## config.mk

```make
export PLATFORM = sky130hd
export DESIGN_NAME = ble_adv_classifier
export DESIGN_NICKNAME = d
export VERILOG_FILES = /design/src/hw/rtl/blac_pkg.sv /design/src/hw/rtl/blac_parser.sv /design/src/hw/rtl/blac_out_reg.sv /design/src/hw/rtl/ble_adv_classifier.sv
export SDC_FILE = /design/constraint.sdc
export NUM_CORES = 1
export LEC_CHECK = 0
export BUFFER_PORTS_ARGS = -buffer_cell sky130_fd_sc_hd__buf_2
export CORE_MARGIN = 4
export CORE_UTILIZATION = 40
export CTS_CLUSTER_DIAMETER = 150
export DETAILED_ROUTE_END_ITERATION = 16
export PLACE_DENSITY = 0.65
export SETUP_SLACK_MARGIN = 0.1
export SLEW_MARGIN = 25
export SYNTH_ARGS = -nofsm -noshare
export SYNTH_HDL_FRONTEND = slang
export SYNTH_HIERARCHICAL = 1
export SYNTH_SLANG_ARGS = --single-unit
```

## constraint.sdc

```tcl
create_clock -name aclk -period 9.2 [get_ports aclk]
set_clock_uncertainty 0.1 [all_clocks]
set_input_delay 0.46 -clock aclk [delete_from_list [all_inputs] [get_ports aclk]]
set_output_delay 0.46 -clock aclk [all_outputs]
set_load 0.1 [all_outputs]
```

## src/hw/rtl/blac_pkg.sv

```systemverilog
// ----------------------------------------------------------------------------
// blac_pkg
// Shared types, codes and the hash step for the advertising payload classifier.
// ----------------------------------------------------------------------------
package blac_pkg;

    // FNV-1a constants
    localparam logic [31:0] FNV_BASIS = 32'd2166136261;
    localparam logic [31:0] FNV_PRIME = 32'd16777619;

    // AD structure types
    localparam logic [7:0] TYPE_MFG   = 8'hFF;
    localparam logic [7:0] TYPE_SVC16 = 8'h16;
    localparam logic [7:0] TYPE_SVC21 = 8'h21;

    // Company identifiers
    localparam logic [15:0] CID_CLASS_A   = 16'h004C;
    localparam logic [15:0] CID_CLASS_B_0 = 16'h00E0;
    localparam logic [15:0] CID_CLASS_B_1 = 16'h0075;
    localparam logic [15:0] CID_CLASS_B_2 = 16'h0006;

    // Service UUIDs
    localparam logic [15:0] UUID_CLASS_B_0 = 16'hFE2C;
    localparam logic [15:0] UUID_CLASS_B_1 = 16'hFE9F;
    localparam logic [15:0] UUID_CLASS_B_2 = 16'hFCF1;

    // Output bus widths
    localparam int unsigned M_TDATA_W = 40;

    typedef enum logic [1:0] {
        KIND_GENERIC = 2'd0,
        KIND_CLASS_A = 2'd1,
        KIND_CLASS_B = 2'd2
    } kind_t;

    // One input request
    typedef struct packed {
        logic [7:0] adv_byte;
        logic       last_byte;
        logic       no_payload;
    } item_t;

    // One result request
    typedef struct packed {
        kind_t       device_kind;
        logic [31:0] fingerprint;
        logic        fingerprint_valid;
    } result_t;

    // Fold one byte into an FNV-1a hash; only the low word of the product counts
    function automatic logic [31:0] fnv_step(input logic [31:0] h, input logic [7:0] b);
        logic [31:0] x;
        x = h ^ {24'd0, b};
        return x * FNV_PRIME;
    endfunction

endpackage

```

## src/hw/rtl/blac_parser.sv

```systemverilog
// ----------------------------------------------------------------------------
// blac_parser
// Walks the length-type-data structures one byte per cycle while advance is
// high and commits each structure's effect when its last byte arrives.
// ----------------------------------------------------------------------------
module blac_parser import blac_pkg::*; (
    input  logic    aclk,
    input  logic    aresetn,
    input  logic    advance,
    input  item_t   item,
    output logic    res_fire,
    output result_t res
);

    logic [7:0]  bytes_left_reg, bytes_left_next;
    logic [7:0]  struct_length_reg, struct_length_next;
    logic [7:0]  struct_type_reg, struct_type_next;
    logic [7:0]  data_position_reg, data_position_next;
    logic [15:0] id_value_reg, id_value_next;
    logic [31:0] running_hash_reg, running_hash_next;
    kind_t       kind_committed_reg, kind_committed_next;
    logic [31:0] print_committed_reg, print_committed_next;
    logic        print_valid_reg, print_valid_next;
    logic        parse_stopped_reg, parse_stopped_next;

    logic ends;
    logic cid_a, cid_b, uuid_b, long_enough, hash_enough;

    assign ends = item.no_payload | item.last_byte;

    // Work out the next parse state and the result for the held byte
    always_comb begin
        bytes_left_next      = bytes_left_reg;
        struct_length_next   = struct_length_reg;
        struct_type_next     = struct_type_reg;
        data_position_next   = data_position_reg;
        id_value_next        = id_value_reg;
        running_hash_next    = running_hash_reg;
        kind_committed_next  = kind_committed_reg;
        print_committed_next = print_committed_reg;
        print_valid_next     = print_valid_reg;
        parse_stopped_next   = parse_stopped_reg;

        if (advance && !item.no_payload && !parse_stopped_reg) begin
            if (bytes_left_reg == 8'd0) begin
                // Length byte: zero stops the walk, otherwise open a structure
                if (item.adv_byte == 8'd0) begin
                    parse_stopped_next = 1'b1;
                end else begin
                    struct_length_next = item.adv_byte;
                    bytes_left_next    = item.adv_byte;
                    struct_type_next   = 8'd0;
                    data_position_next = 8'd0;
                    id_value_next      = 16'd0;
                    running_hash_next  = FNV_BASIS;
                end
            end else begin
                if (data_position_reg == 8'd0) begin
                    struct_type_next = item.adv_byte;
                end else begin
                    if (data_position_reg == 8'd1) begin
                        id_value_next = {id_value_reg[15:8], item.adv_byte};
                    end else if (data_position_reg == 8'd2) begin
                        id_value_next = {item.adv_byte, id_value_reg[7:0]};
                    end
                    running_hash_next = fnv_step(running_hash_reg, item.adv_byte);
                end
                if (data_position_reg != 8'hFF) begin
                    data_position_next = data_position_reg + 8'd1;
                end
                bytes_left_next = bytes_left_reg - 8'd1;
            end
        end

        // Commit a completed structure
        long_enough = struct_length_reg >= 8'd3;
        hash_enough = struct_length_reg >= 8'd4;
        cid_a  = id_value_next == CID_CLASS_A;
        cid_b  = id_value_next == CID_CLASS_B_0 || id_value_next == CID_CLASS_B_1
              || id_value_next == CID_CLASS_B_2;
        uuid_b = id_value_next == UUID_CLASS_B_0 || id_value_next == UUID_CLASS_B_1
              || id_value_next == UUID_CLASS_B_2;
        if (advance && !item.no_payload && !parse_stopped_reg
            && bytes_left_reg == 8'd1 && long_enough) begin
            if (struct_type_reg == TYPE_MFG) begin
                if (cid_a) begin
                    kind_committed_next = KIND_CLASS_A;
                end else if (cid_b) begin
                    kind_committed_next = KIND_CLASS_B;
                end
                if (hash_enough && !print_valid_reg) begin
                    print_committed_next = running_hash_next;
                    print_valid_next     = 1'b1;
                end
            end else if ((struct_type_reg == TYPE_SVC16 || struct_type_reg == TYPE_SVC21)
                         && kind_committed_reg == KIND_GENERIC && uuid_b) begin
                kind_committed_next = KIND_CLASS_B;
                if (hash_enough && !print_valid_reg) begin
                    print_committed_next = running_hash_next;
                    print_valid_next     = 1'b1;
                end
            end
        end

        // Build the result from the committed view
        res.device_kind       = kind_committed_next;
        res.fingerprint       = print_valid_next ? print_committed_next : 32'd0;
        res.fingerprint_valid = print_valid_next;
        res_fire              = advance && ends;

        // Return to the idle view after a result
        if (res_fire) begin
            bytes_left_next      = 8'd0;
            struct_length_next   = 8'd0;
            struct_type_next     = 8'd0;
            data_position_next   = 8'd0;
            id_value_next        = 16'd0;
            running_hash_next    = FNV_BASIS;
            kind_committed_next  = KIND_GENERIC;
            print_committed_next = 32'd0;
            print_valid_next     = 1'b0;
            parse_stopped_next   = 1'b0;
        end
    end

    // Hold the parse state
    always_ff @(posedge aclk) begin
        if (!aresetn) begin
            bytes_left_reg      <= 8'd0;
            struct_length_reg   <= 8'd0;
            struct_type_reg     <= 8'd0;
            data_position_reg   <= 8'd0;
            id_value_reg        <= 16'd0;
            running_hash_reg    <= FNV_BASIS;
            kind_committed_reg  <= KIND_GENERIC;
            print_committed_reg <= 32'd0;
            print_valid_reg     <= 1'b0;
            parse_stopped_reg   <= 1'b0;
        end else begin
            bytes_left_reg      <= bytes_left_next;
            struct_length_reg   <= struct_length_next;
            struct_type_reg     <= struct_type_next;
            data_position_reg   <= data_position_next;
            id_value_reg        <= id_value_next;
            running_hash_reg    <= running_hash_next;
            kind_committed_reg  <= kind_committed_next;
            print_committed_reg <= print_committed_next;
            print_valid_reg     <= print_valid_next;
            parse_stopped_reg   <= parse_stopped_next;
        end
    end

endmodule

```

## src/hw/rtl/blac_out_reg.sv

```systemverilog
// ----------------------------------------------------------------------------
// blac_out_reg
// Result register driving the master stream side.
// ----------------------------------------------------------------------------
module blac_out_reg import blac_pkg::*; (
    input  logic                 aclk,
    input  logic                 aresetn,
    input  logic                 load,
    input  result_t              res,
    output logic                 free,
    output logic                 m_tvalid,
    input  logic                 m_tready,
    output logic [M_TDATA_W-1:0] m_tdata,  // [1:0] device_kind, [33:2] fingerprint
    output logic [0:0]           m_tuser   // [0] fingerprint_valid
);

    logic    valid_reg, valid_next;
    result_t res_reg;

    assign free = !valid_reg || m_tready;

    // Take a new result or drop the delivered one
    always_comb begin
        valid_next = valid_reg;
        if (load) begin
            valid_next = 1'b1;
        end else if (m_tready) begin
            valid_next = 1'b0;
        end
    end

    always_ff @(posedge aclk) begin
        if (!aresetn) begin
            valid_reg <= 1'b0;
        end else begin
            valid_reg <= valid_next;
        end
    end

    always_ff @(posedge aclk) begin
        if (load) begin
            res_reg <= res;
        end
    end

    assign m_tvalid = valid_reg;
    assign m_tdata  = {{(M_TDATA_W - 34){1'b0}}, res_reg.fingerprint, res_reg.device_kind};
    assign m_tuser  = res_reg.fingerprint_valid;

endmodule

```

## src/hw/rtl/ble_adv_classifier.sv

```systemverilog
// ----------------------------------------------------------------------------
// ble_adv_classifier
// Advertising payload classifier: device kind and data fingerprint per payload.
// ----------------------------------------------------------------------------
// The block takes one payload byte per cycle while it is not stalled: each byte
// is held in the input register while the structure walker updates its state
// and folds the byte into the FNV-1a hash (one multiply by the prime per byte),
// and the result of a payload is loaded into the output register when the
// walker takes its final byte from the input register; m_tvalid is driven by
// that output register. Input stalls only when a payload-ending request finds
// the output register still holding an untaken result.
module ble_adv_classifier import blac_pkg::*; (
    input  logic                 aclk,
    input  logic                 aresetn,
    input  logic                 s_tvalid,
    output logic                 s_tready,
    input  logic [7:0]           s_tdata,  // [7:0] adv_byte
    input  logic                 s_tlast,  // last_byte
    input  logic [0:0]           s_tuser,  // [0] no_payload
    output logic                 m_tvalid,
    input  logic                 m_tready,
    output logic [M_TDATA_W-1:0] m_tdata,  // [1:0] device_kind, [33:2] fingerprint
    output logic [0:0]           m_tuser   // [0] fingerprint_valid
);

    logic    in_valid_reg, in_valid_next;
    item_t   in_item_reg;
    logic    advance, out_free, res_fire, ends;
    result_t res;

    assign ends     = in_item_reg.no_payload | in_item_reg.last_byte;
    assign advance  = in_valid_reg && (!ends || out_free);
    assign s_tready = !in_valid_reg || advance;

    // Hold the input request until the walker takes it
    always_comb begin
        in_valid_next = in_valid_reg;
        if (s_tvalid && s_tready) begin
            in_valid_next = 1'b1;
        end else if (advance) begin
            in_valid_next = 1'b0;
        end
    end

    always_ff @(posedge aclk) begin
        if (!aresetn) begin
            in_valid_reg <= 1'b0;
        end else begin
            in_valid_reg <= in_valid_next;
        end
    end

    always_ff @(posedge aclk) begin
        if (s_tvalid && s_tready) begin
            in_item_reg.adv_byte   <= s_tdata;
            in_item_reg.last_byte  <= s_tlast;
            in_item_reg.no_payload <= s_tuser[0];
        end
    end

    blac_parser u_parser (
        .aclk     (aclk),
        .aresetn  (aresetn),
        .advance  (advance),
        .item     (in_item_reg),
        .res_fire (res_fire),
        .res      (res)
    );

    blac_out_reg u_out (
        .aclk     (aclk),
        .aresetn  (aresetn),
        .load     (res_fire),
        .res      (res),
        .free     (out_free),
        .m_tvalid (m_tvalid),
        .m_tready (m_tready),
        .m_tdata  (m_tdata),
        .m_tuser  (m_tuser)
    );

endmodule

```

==> flow_summary.yaml, run 1 <==
sta:
  finalHoldViolCount: 0
  fin_tns_setup_ps: 0
  slew_headroom_pct: 29.3
  maxSlewViolCount: 0
  period_minus_slack_ps: 6830
  max_freq_mhz: 147
  tightest_slew_ps: 1060
  finalCritPeriodShare_pct: 74.2
  rsz0062_at_grt: "false"
  setup_violations: 0
power_and_ir_drop:
  switching_share_pct: 38.3
  p_total_mw: 2.28
  intPower_mw: 1.41
  p_comb_share_pct: 35.0
  power_density_mw_per_mm2: 167
  switchingPower_mw: 0.873
  peakVddDrop_mv: 0.135
  p_leak_nw: 5.96
  p_clk_share_pct: 31.5
  seq_power_share_pct: 33.5
critical_path:
  crit_buf_inv: 2
  slowest_delay_ps: 840
  cp-end-kind: "flip-flop"
  crit_type: "reg -> reg"
  crit_chain: "xor2_1 -> ha_1 -> fa_1 -> ha_1 -> fa_1 -> ha_1 -> inv_1 -> fa_1 -> inv_1 -> ha_1 -> and3_1 -> and3_1 -> a211oi_1 -> a211o_1 -> a21oi_1 -> a211o_1 -> a21oi_1 -> xnor2_1 -> o22ai_1 -> o21ai_0"
  start_kind: "flip-flop"
  crit_top_cell: "ha_1"
  arrival_ps: 6890
  worst_path_max_delay_cell: "xor2_1"
  crit_fanout: 9
  cpLargestDelayFamily: "adder cells"
  critical_path_required_ps: 9270
grt:
  grt_use_met2_pct: 31.2
  grt_antenna_before_repair: 0
  grt.overflow.total: 0
  grtUsageMet3_pct: 2.41
  first_global_vias: 9448
  use_met1_pct: 25.9
  grt_usage_pct: 18.7
  grt_start_max_net_pins: 64
  top_usage_layer: "met2"
  grt_pass1_wl_mm: 50.5
hold_path:
  hp-class: "in -> reg"
die:
  ios: 57
  die_h_um: 185
  start_util_pct: 40.7
  rows: 64
  dieWidth_um: 185
  core_region_area_sq_mm: 0.0307
  die_area_sq_mm: 0.0341
clock_network:
  postCtsSetupBuffers: 0
  cts-root-buf: "clkbuf_16"
  htree_levels: 4
  numClockSinks: 163
  cts_resized: 0
  tritoncts: "done"
  cts_buffer_depth: 2
  clk_latency_ps: 450
  cts_made_buffers: 17
  path_clk_slew_ps: 80
  cts_hold_buf: 0
cells_and_area:
  nFillCells: 2898
  antenna_cells: 0
  drive_above_1_share_pct: 10.8
  area_growth_pct: 9.14
  fin_util_pct: 44.4
  nets: 1613
  largest_reg_flops: 34
yosys:
  synth_top_area_share_pct: 19.1
  synth-seq-cells: 163
  seq_area_frac_synth_pct: 29.8
  ys_async_sr_fraction_pct: 0
  synth_warnings: 6
  synth_area_leaders: "ha_1 19%, dfxtp_1 19%, fa_1 12%"
  netlist_instances: 1303
  synth_common_cells: "191 x ha_1, 170 x inv_1, 121 x nand2_1"
  synth.avg_cell_area_sq_um: 9.58
  ys_types: 82
  synth_edf_count: 45
  syn_area_sq_mm: 0.0125
  yosysMostFrequentCell: "ha_1"
  yosysTopAreaCell: "ha_1"
  ys.flop_type: "dfxtp_1"
drt:
  routedWlPerCell_um: 17.6
  first_iter_violations: 686
  drtPass1Iterations: 5
  vias: 9494
  routed_wl_mm: 30.7
  antenna_left: 0
  vias_per_cell: 5.45
  drc: 0
job:
  cap_viol_max_count: 0
placed_design:
  port_buffers: 50
  routabilityCongestion: 0.906
  hpwlAfterDp_mm: 22.8
status:
  status: "finished clean"
-- kinds of logic after synthesis --
family	Yosys count	share of synthesized area (%)
XOR/XNOR	59	4.14
multiplexers	7	0.582
AND/OR/NAND/NOR	325	12.8
other	1	0.0300
AO/OA/AOI/OAI	263	14.3
adder cells (fa/ha/maj)	265	31.0
flip-flops	163	29.8
buffers and inverters	220	7.33
-- power groups by stage --
stage	Clock, mW	Sequential [mW]	Combinational, mW
after global placement	0	0.780	0.777
after floorplan	0	0.825	0.569
after detailed placement	0	0.780	0.785
after global routing	0.762	0.766	0.896
after CTS	0.733	0.764	0.789
final	0.717	0.764	0.797
-- layout make-up --
class                      instances  area, sq um  area share, %
clock buffer                      17          425           3.12
clock inverter                    15          163           1.19
inverter                         170          638           4.68
multi-input combinational        925         7880           57.9
sequential                       163         3710           27.3
tap                              396          495           3.64
timing repair buffer              57          303           2.22
-- routing by layer --
metal	wire length [um]	up-vias
li1	-	4554
met1	14300	4650
met2	14600	250
met3	1430	40
met4	419	0
met5	0	-
-- worst reg2reg max path, cell delays in order, from the launching register on --
cell	delay (ps)
edfxtp_1	580
xor2_1	840
ha_1	400
fa_1	480
ha_1	220
fa_1	430
ha_1	280
inv_1	40
fa_1	470
inv_1	40
ha_1	350
and3_1	230
and3_1	180
a211oi_1	640
a211o_1	290
a21oi_1	130
a211o_1	270
a21oi_1	170
xnor2_1	80
o22ai_1	190
o21ai_0	120
-- cell usage in the layout (no fill, tap or decap), drive strengths merged, types with 7 or more instances in the layout --
cell,instances
a21o,7
nor4,7
o21ai,41
nor3,11
dfxtp,118
or4,8
ha,191
o31ai,12
nor2,83
and3,7
xnor2,34
nand3,27
o22ai,13
or2,19
a211oi,23
a21oi,88
nand2,123
clkbuf,17
inv,178
fa,74
and2,8
edfxtp,45
xor2,25
buf,57
a22oi,32
-- worst paths after layout --
path | start | endpoint | slack (ps) | depth (start not counted)
worst max-delay path | in_item_reg[9] | u_out/m_tdata[33] | 2370 | 20
worst min-delay path | s_tdata[0] | in_item_reg[2] | 80 | 1
worst min register to register | u_parser/print_committed_reg[0] | u_parser/print_committed_reg[0] | 360 | 2
worst max register to register | in_item_reg[9] | u_out/m_tdata[33] | 2370 | 20
-- per-stage QoR --
stage	worst slack (ps)	hold slack, ps	std cells	area [sq um]
after floorplan	3240	336	1308	12500
after global placement	2630	342	1711	13000
after detailed placement	2470	349	1711	13000
after CTS	2450	65.7	1743	13600
after global routing	2070	61.8	1743	13600
final	2370	82.5	1743	13600
No activity file was read; power rests on OpenSTA's default activity.
==> inputs of run 2 (changes only) <==
--- a/config.mk
+++ b/config.mk
@@ -5,6 +5,7 @@
 export SDC_FILE = /design/constraint.sdc
 export NUM_CORES = 1
 export LEC_CHECK = 0
+export ABC_AREA = 1
 export BUFFER_PORTS_ARGS = -buffer_cell sky130_fd_sc_hd__buf_2
 export CORE_MARGIN = 4
 export CORE_UTILIZATION = 40
==> constraint.sdc (replaced) <==
create_clock -name aclk -period 6.7 [get_ports aclk]
set_clock_uncertainty 0.1 [all_clocks]
set_input_delay 0.335 -clock aclk [delete_from_list [all_inputs] [get_ports aclk]]
set_output_delay 0.335 -clock aclk [all_outputs]
set_load 0.1 [all_outputs]
==> flow_summary.yaml, run 2 <==
power_and_ir_drop:
  p_leak_nw: 7.11
  intPower_mw: 2.05
  switchingPower_mw: 1.43
  p_comb_share_pct: 42.0
  power_density_mw_per_mm2: 233
  seq_power_share_pct: 30.1
  switching_share_pct: 41.1
  peakVddDrop_mv: 0.199
  p_clk_share_pct: 27.9
yosys:
  synth_top_area_share_pct: 17.7
  syn_area_sq_mm: 0.0135
  synth_common_cells: "327 x inv_1, 304 x nand2_1, 215 x nor2_1"
  synth_warnings: 6
  synth.avg_cell_area_sq_um: 7.78
  synth_edf_count: 45
  seq_area_frac_synth_pct: 27.4
  yosysTopAreaCell: "ha_1"
  synth_area_leaders: "ha_1 18%, dfxtp_1 17%, fa_1 11%"
  ys.flop_type: "dfxtp_1"
  yosysMostFrequentCell: "inv_1"
  netlist_instances: 1740
  ys_types: 49
  synth-seq-cells: 163
  ys_async_sr_fraction_pct: 0
grt:
  grt_pass1_wl_mm: 58.3
  grt_antenna_before_repair: 0
  grt.overflow.total: 0
  grt_start_max_net_pins: 69
  grt_usage_pct: 19.9
  use_met1_pct: 24.5
  grt_use_met2_pct: 35.2
  first_global_vias: 11595
  grtUsageMet3_pct: 3.22
  top_usage_layer: "met2"
clock_network:
  htree_levels: 4
  tritoncts: "done"
  clk_latency_ps: 430
  cts_hold_buf: 10
  cts-root-buf: "clkbuf_16"
  cts_buffer_depth: 2
  postCtsSetupBuffers: 0
  numClockSinks: 163
  path_clk_slew_ps: 60
  cts_made_buffers: 17
  cts_resized: 0
drt:
  vias_per_cell: 5.05
  drc: 0
  routed_wl_mm: 35.4
  drtPass1Iterations: 5
  first_iter_violations: 631
  vias: 11353
  routedWlPerCell_um: 15.7
  antenna_left: 0
critical_path:
  slowest_delay_ps: 470
  cp-end-kind: "flip-flop"
  crit_chain: "xnor2_1 -> inv_1 -> ha_1 -> ha_1 -> fa_1 -> ha_1 -> fa_1 -> ha_1 -> inv_1 -> fa_1 -> inv_1 -> ha_1 -> a21oi_1 -> inv_1 -> a21oi_1 -> o21ai_0 -> a21oi_1 -> xor2_1 -> nand2_1 -> a21oi_1 -> nand4_1 -> nand2_1 -> nor2_1"
  critical_path_required_ps: 6740
  crit_top_cell: "ha_1"
  worst_path_max_delay_cell: "edfxtp_1"
  r2r_cells: 23
  arrival_ps: 6210
  crit_type: "reg -> reg"
  start_kind: "flip-flop"
  crit_fanout: 5
cells_and_area:
  drive_above_1_share_pct: 8.00
  most-common-layout-cells: "327 x inv_1, 303 x nand2_1, 215 x nor2_1"
  layout_commonest_cell: "inv_1"
  nets: 2067
  fin_util_pct: 44.6
  multi_input_area_sq_mm: 0.00832
  area_growth_pct: 10.2
  nFillCells: 3361
  antenna_cells: 0
  largest_reg_flops: 34
  regArea_sq_mm: 0.00371
status:
  status: "finished clean"
job:
  cap_viol_max_count: 0
sta:
  finalCritPeriodShare_pct: 92.0
  max_freq_mhz: 162
  maxSlewViolCount: 0
  slew_headroom_pct: 35.8
  rsz0062_at_grt: "false"
  fin_tns_setup_ps: 0
  period_minus_slack_ps: 6160
  finalHoldViolCount: 0
  tightest_slew_ps: 960
  setup_violations: 0
hold_path:
  hold_depth: 3
  hp-class: "in -> reg"
die:
  die_area_sq_mm: 0.0369
  die_h_um: 192
  core_region_area_sq_mm: 0.0334
  dieWidth_um: 192
  rows: 67
  ios: 57
  start_util_pct: 40.5
placed_design:
  hpwlAfterDp_mm: 27.7
  port_buffers: 50
  routabilityCongestion: 0.993
run 2: cell count changes after synthesis, moves of 12 or more:
cell	before	now
inv_1	170	327
nor2_1	82	215
o31ai_1	12	0
o21ai_0	38	55
nand2_2	0	17
nand3_1	27	65
xnor2_1	34	12
nor3_1	11	24
nand2_1	121	304
a22oi_1	32	8
nand4_1	6	51
run 2: critical path: cells and delay by family (launching register included):
kind / cells / cell delay [ps]
buffers and inverters: 4 / 390
adder cells (fa/ha/maj): 8 / 2840
AO/OA/AOI/OAI: 5 / 1000
flip-flops: 1 / 470
AND/OR/NAND/NOR: 4 / 390
XOR/XNOR: 2 / 680
run 2: routing by layer:
layer / vias up / part of all wire [%]
met5: - / 0
met4: 0 / 3.1
met3: 64 / 3.8
met2: 249 / 49
met1: 5384 / 44
li1: 5656 / -
run 2: cell families after synthesis:
logic type                 share of synthesized area (%)
and+or+nand+nor                                     22.7
buffers and inverters                               11.3
adders and majority gates                           28.6
AOI/OAI and AO/OA                                   7.92
DFF                                                 27.4
xor gates and xnor gates                            2.01
other                                             0.0277
muxes                                             0.0739
run 2: worst paths after layout:
| kind | from | end | slack, ps |
|---|---|---|---|
| setup / recovery | in_item_reg[9] | u_out/m_tdata[19] | 540 |
| hold / removal | aresetn | in_valid_reg | 40 |
| setup reg to reg | in_item_reg[9] | u_out/m_tdata[19] | 540 |
| hold reg to reg | u_parser/struct_length_reg[3] | u_parser/struct_length_reg[3] | 360 |
run 2: power groups by stage:
stage,Combinational [mW],Sequential [mW],Clock [mW]
CTS,1.45,1.05,0.986
global placement,1.42,1.07,0
finish,1.46,1.05,0.970
detailed placement,1.44,1.07,0
floorplan,1.02,1.11,0
global route,1.65,1.05,1.03
run 2: through the flow:
stage          power, mW  area (sq um)  worst slack [ps]  instances  hold slack [ps]
3_3_place_gp        2.49         14200               610       2207              353
5_1_grt             3.73         14900               199       2249             39.1
2_1_floorplan       2.13         13600              1570       1745              334
4_1_cts             3.49         14900               498       2249             30.3
6_report            3.48         14900               537       2249             42.8
3_5_place_dp        2.50         14200               532       2207              356
run 2: final cells by class:
type / instances / share of cell area, %
Clock inverter: 14 / 1.04
Tap cell: 448 / 3.76
Timing Repair Buffer: 77 / 3.20
Clock buffer: 18 / 2.88
Inverter: 336 / 8.45
Multi-Input combinational cell: 1193 / 55.8
Sequential cell: 163 / 24.9
==> inputs of run 3 (changes only) <==
--- a/config.mk
+++ b/config.mk
@@ -7,11 +7,13 @@
 export LEC_CHECK = 0
 export ABC_AREA = 1
 export BUFFER_PORTS_ARGS = -buffer_cell sky130_fd_sc_hd__buf_2
+export CELL_PAD_IN_SITES_DETAIL_PLACEMENT = 0
+export CELL_PAD_IN_SITES_GLOBAL_PLACEMENT = 1
+export CORE_ASPECT_RATIO = 2
 export CORE_MARGIN = 4
 export CORE_UTILIZATION = 40
-export CTS_CLUSTER_DIAMETER = 150
 export DETAILED_ROUTE_END_ITERATION = 16
-export PLACE_DENSITY = 0.65
+export PLACE_DENSITY = 0.79
 export SETUP_SLACK_MARGIN = 0.1
 export SLEW_MARGIN = 25
 export SYNTH_ARGS = -nofsm -noshare
==> flow_summary.yaml, run 3 (synthesized netlist as in run 2, its figures left out) <==
status:
  status: "finished clean"
die:
  dieWidth_um: 138
  rows: 95
  core_region_area_sq_mm: 0.0335
  start_util_pct: 40.4
  die_area_sq_mm: 0.0370
  ios: 57
  die_h_um: 268
clock_network:
  path_clk_slew_ps: 70
  tritoncts: "done"
  numClockSinks: 163
  clk_latency_ps: 440
  cts_made_buffers: 17
  cts_buffer_depth: 2
  htree_levels: 4
  cts-root-buf: "clkbuf_16"
grt:
  grt_usage_pct: 23.3
  grt_pass1_wl_mm: 65.8
  grt.overflow.total: 0
  first_global_vias: 12094
  grt_antenna_before_repair: 0
  grt_start_max_net_pins: 74
cells_and_area:
  nets: 2074
  layout_commonest_cell: "inv_1"
  largest_reg_flops: 34
  area_growth_pct: 10.7
  most-common-layout-cells: "326 x inv_1, 303 x nand2_1, 215 x nor2_1"
  nFillCells: 3462
  drive_above_1_share_pct: 8.46
  antenna_cells: 0
drt:
  vias_per_cell: 5.16
  drc: 0
  first_iter_violations: 605
  drtPass1Iterations: 6
  routed_wl_mm: 42.8
  antenna_left: 0
  vias: 11587
  routedWlPerCell_um: 19.1
critical_path:
  reg2reg_from: "u_parser/running_hash_reg[19]"
  start_kind: "flip-flop"
  worst_path_max_delay_cell: "dfxtp_1"
  slowest_delay_ps: 690
  crit_fanout: 7
  cpLargestDelayFamily: "adder cells"
  cp-end-kind: "flip-flop"
  crit_type: "reg -> reg"
  ff2ff_setup_slack_ps: 480
  crit_buf_inv: 4
  crit_start: "u_parser/running_hash_reg[19]"
  crit_chain: "ha_1 -> ha_1 -> fa_1 -> ha_1 -> inv_1 -> fa_1 -> inv_1 -> fa_1 -> inv_1 -> fa_1 -> inv_1 -> ha_1 -> nand2_1 -> nor2_1 -> nand2_1 -> nor4_1 -> nand2_1 -> nand4_1 -> nand3_1 -> a21oi_1 -> nand4_1 -> nand2_1 -> nor2_1"
  critical_path_required_ps: 6770
  arrival_ps: 6280
sta:
  rsz0062_at_grt: "false"
  finalCritPeriodShare_pct: 92.8
  max_freq_mhz: 161
  timing.final.ws_setup_ps: 484
  tightest_slew_ps: 1070
  finalHoldViolCount: 0
  setup_violations: 0
  maxSlewViolCount: 0
  period_minus_slack_ps: 6220
  fin_tns_setup_ps: 0
  slew_headroom_pct: 28.3
placed_design:
  place_ws_ps: 474
  hpwlAfterDp_mm: 34.8
  port_buffers: 50
  routabilityCongestion: 1.03
hold_path:
  hp-class: "in -> reg"
  min_from: "aresetn"
power_and_ir_drop:
  p_leak_nw: 7.16
  power_density_mw_per_mm2: 241
  peakVddDrop_mv: 0.170
job:
  cap_viol_max_count: 0
-- run 3: cell count changes in the layout (fill, tap and decap cells not counted), moves of 2 or more --
| cell | previous run | this run |
|---|---|---|
| clkinvlp_4 | 4 | 2 |
| clkinv_8 | 0 | 2 |
| inv_8 | 1 | 3 |
| inv_6 | 2 | 5 |
| clkinv_4 | 3 | 0 |
| buf_4 | 17 | 24 |
-- run 3: area by class of cell --
cell class | instances | area, sq um | area share, %
multi-input combinational | 1193 | 8320 | 55.5
sequential | 163 | 3710 | 24.8
inverter | 336 | 1260 | 8.41
tap | 436 | 546 | 3.64
timing repair buffer | 84 | 531 | 3.54
clock buffer | 17 | 425 | 2.84
clock inverter | 15 | 190 | 1.27
-- run 3: what timing repair did --
action	CTS	global route
buffers inserted	0	0
resized for setup	0	1
hold endpoints to repair	10	0
endpoints found under the setup margin	0	1
hold buffers	10	0
-- run 3: tightest hold or removal path: stages --
cell and delay, ps:
buf_2 110, inv_1 60, a21oi_2 30
-- run 3: worst paths after layout --
check,end,cells past startpoint
worst max register to register,u_out/m_tdata[30],23
worst min-delay path,u_out/m_tvalid,3
worst min register to register,u_parser/parse_stopped_reg,1
worst max-delay path,u_out/m_tdata[30],23
-- run 3: power by group --
group	switching, mW	internal (mW)	leakage [nW]	total [mW]
logic	1.06	0.467	5.48	1.53
registers	0.0164	1.03	1.39	1.05
clock network	0.465	0.568	0.297	1.03
-- run 3: layer usage --
layer | global-route usage [%] | up-vias | routed length [um]
met2 | 46.5 | 292 | 23900
li1 | - | 5654 | -
met5 | 0 | - | 0
met4 | 21.8 | 0 | 4860
met1 | 19.2 | 5468 | 13000
met3 | 3.06 | 173 | 1060
-- run 3: per-stage QoR --
| step | std cells | total power [mW] | utilization (%) | cell area, sq um | hold slack, ps |
|---|---|---|---|---|---|
| final | 2244 | 3.61 | 44.7 | 15000 | 38.6 |
| after floorplan | 1745 | 2.13 | - | 13600 | 334 |
| after global placement | 2202 | 2.58 | 42.6 | 14300 | 358 |
| after global routing | 2244 | 3.86 | 44.7 | 15000 | 34.1 |
| after CTS | 2244 | 3.63 | 44.7 | 15000 | 17.9 |
| after detailed placement | 2202 | 2.58 | 42.6 | 14300 | 359 |
